[config.mk]
export PLATFORM = sky130hd
export DESIGN_NAME = oro_ram
export DESIGN_NICKNAME = d
export VERILOG_FILES = /design/src/sv/oro_ram.sv
export SDC_FILE = /design/constraint.sdc
export NUM_CORES = 1
export LEC_CHECK = 0
export BUFFER_PORTS_ARGS = -buffer_cell sky130_fd_sc_hd__buf_4
export CAP_MARGIN = 20
export CORE_MARGIN = 2
export CORE_UTILIZATION = 54
export DETAILED_ROUTE_END_ITERATION = 8
export PLACE_DENSITY = 0.81
export SLEW_MARGIN = 20
export SYNTH_ARGS = -nofsm -noshare
export SYNTH_HDL_FRONTEND = slang
export SYNTH_SLANG_ARGS = --single-unit
[constraint.sdc]
create_clock -name aclk -period 2.05 [get_ports aclk]
set_clock_uncertainty 0.2 [all_clocks]
set_input_delay 0.3075 -clock aclk [delete_from_list [all_inputs] [get_ports aclk]]
set_output_delay 0.3075 -clock aclk [all_outputs]
set_load 0.005 [all_outputs]
[src/sv/oro_ram.sv]
`timescale 1ns / 1ps
// Generic simple dual-port RAM with one write port and a registered read port.
module oro_ram #(
    parameter int WIDTH = 8,
    parameter int DEPTH = 16
) (
    input  logic                     aclk,
    input  logic                     we,
    input  logic [$clog2(DEPTH)-1:0] waddr,
    input  logic [WIDTH-1:0]         wdata,
    input  logic [$clog2(DEPTH)-1:0] raddr,
    output logic [WIDTH-1:0]         rdata
);
    logic [WIDTH-1:0] mem [DEPTH];

    always_ff @(posedge aclk) begin
        if (we) begin
            mem[waddr] <= wdata;
        end
        rdata <= mem[raddr];
    end
endmodule
==> results.toml <==
[clock_network]
root_buffer = "clkbuf_8"
clock_sinks = 136
hold_buffers = 8
cts_tree = "yes"
clockBufferDepth = 2
clkTransAtPathRegs_ps = 60
clk-insertion-delay-late_ps = 510
cts_setup_buffers = 0
cts_resized = 0
cts_made_buffers = 17
cts-htree-levels = 4

[synth]
yosysTopAreaCell = "edfxtp_1"
synth_nets = 247
synth_top_area_share_pct = 74.7
ys_top_cells_by_area = "edfxtp_1, mux4_2, mux4_1"
seq_area_frac_synth_pct = 77.8
ys_types = 19
synth_top_flop_cell = "edfxtp_1"
synth_seq_cells = 136
syn-instance-count = 229
postSynth.asyncResetShare_pct = 0
synth.avg_cell_area_um2 = 22.5
yosysWarnings = 0
synth_edf_count = 128
syn_area_um2 = 5150

[grt]
grt_pass1_vias = 2618
antenna_found_initial = 0
grt_pass1_wl_um = 15300
overflow = 0
track_usage_pct = 21.8
grt_max_degree = 23

[sta]
worst_pin_slew_ps = 431
rsz0062_at_grt = "false"
relSlewSlack_pct = 71.3
fin_crit_ps = 1610
finalSetupViolCount = 0
setup_slack_ps = 445
drv_slew = 0
max_freq_mhz = 623
setup-tns-final_ps = 0
fin_hold_ws_ps = 118
hold_viol_final = 0
fin_crit_sh_pct = 78.3

[final_layout]
final_cell_mix = "edfxtp_1, buf_4, mux4_2"
drive_gt1_share_pct = 31.4
multiInputGateArea_um2 = 1060
fin_nets = 311
final_common_cell = "edfxtp_1"
area_growth_pct = 22.5
n_antenna_cell = 0
final_core_util_pct = 68.2
num-fill-cells = 558
stdcell_count = 435
seqCellArea_um2 = 4000

[detailed_routing]
wl_met2_um = 5130
routed.top_layer = "met4"
routed-wl-met3_um = 609
avgViaCountPerCell = 5.70
wl_met1_um = 4160
drc = 0
drtIter0Drc = 204
drt_wl_total_um = 10100
wl_per_cell_um = 23.2
vias = 2481
drtAntennaViolNets = 0
first_pass_iters = 4

[run]
drv_cap = 0

[floorplanning]
start_util_pct = 55.7
num_io_pins = 26
core.rowCount = 35
die-area_um2 = 10300
die_w_um = 102
core_area_um2 = 9240
die_y_um = 102

[setup_path]
critical_path_arrival_ps = 1790
cp-start-kind = "flip-flop"
cp_max_fo = 1
cp_slowest_cell = "mux4_1"
worstPathRequired_ps = 2240
max_stage_delay_ps = 530
crit_chain = "mux4_1 -> a22oi_1 -> nand2_1"
critPathCaptureType = "flip-flop"
crit_type = "reg -> reg"

[pwr]
p_sw_mw = 1.28
ir_drop_mv = 0.645
cellPowerDensity_nw_per_um2 = 1040
p_clk_share_pct = 47.3
swShare_pct = 19.6
p_int_mw = 5.27
seqPwrFrac_pct = 47.7
p_comb_share_pct = 5.0
power.leakage_nw = 2.17

[placement]
io_buffers = 25
dp.cells = 395
globalplace.congestion = 0.775
hpwlAfterDp_um = 5950
dpl_worst_slack_ps = 137

[min_path]
hp-class = "in -> reg"

[run_status]
status = "complete, no violations"
==> per-stage QoR <==
step	power [mW]	area [um^2]
after floorplan	3.34	5150
after global placement	3.49	5610
after detailed placement	3.50	5610
after CTS	6.61	6300
after global routing	6.75	6300
final	6.56	6300
==> cell families (layout without fill, tap and decap cells) <==
group / count (synthesis) / in the layout / share of synthesized area (%)
AOI/OAI and AO/OA: 16 / 16 / 2.33
buffers and inverters: 10 / 87 / 1.68
DFF: 136 / 136 / 77.8
muxes: 32 / 32 / 15.0
and+or+nand+nor: 35 / 35 / 3.18
==> state kept, by name (all words and copies together) (netlist names) <==
| signal | count |
|---|---|
| mem | 128 |
| rdata | 8 |
==> synthesized netlist by cell type (3+ instances only) <==
master / instances
a22oi_1: 16
buf_2: 3
buf_6: 3
clkdlybuf4s25_2: 3
dfxtp_1: 8
edfxtp_1: 128
mux4_1: 14
mux4_2: 18
nand2_1: 9
nor2_1: 13
nor3_1: 4
==> final timing paths <==
| path | start | depth (start not counted) | slack [ps] | endpoint |
|---|---|---|---|---|
| setup / recovery | mem[9][4]$_DFFE_PP_ | 3 | 440 | rdata[4]$_DFF_P_ |
| hold / removal | waddr[0] | 3 | 120 | mem[0][5]$_DFFE_PP_ |
| setup reg to reg | mem[9][4]$_DFFE_PP_ | 3 | 440 | rdata[4]$_DFF_P_ |
| hold reg to reg | mem[11][3]$_DFFE_PP_ | 3 | 480 | rdata[3]$_DFF_P_ |
==> metal layers <==
layer	vias up	GRT usage [%]
met5	-	0
met4	0	11.2
met3	17	5.38
met2	111	33.6
met1	1256	29.3
li1	1097	-
==> power groups by stage <==
stage	clock, mW	sequential (mW)	combinational, mW
3_5_place_dp	0	3.19	0.315
4_1_cts	3.15	3.13	0.330
6_report	3.10	3.13	0.326
3_3_place_gp	0	3.18	0.306
2_1_floorplan	0	3.18	0.158
5_1_grt	3.26	3.13	0.351
==> worst max-delay path, delay by kind of cell, from the launching register on <==
kind | cells | cell delay [ps]
simple gates | 1 | 100
flops | 1 | 370
mux | 1 | 530
compound gates | 1 | 290
==> layout make-up <==
cell class,instances,share of cell area (%)
clock buffer,20,6.91
sequential,136,63.5
clock inverter,12,2.78
tap,129,2.56
timing repair buffer,55,7.46
multi-input combinational,83,16.8
Power figures use the tool's default switching activity.
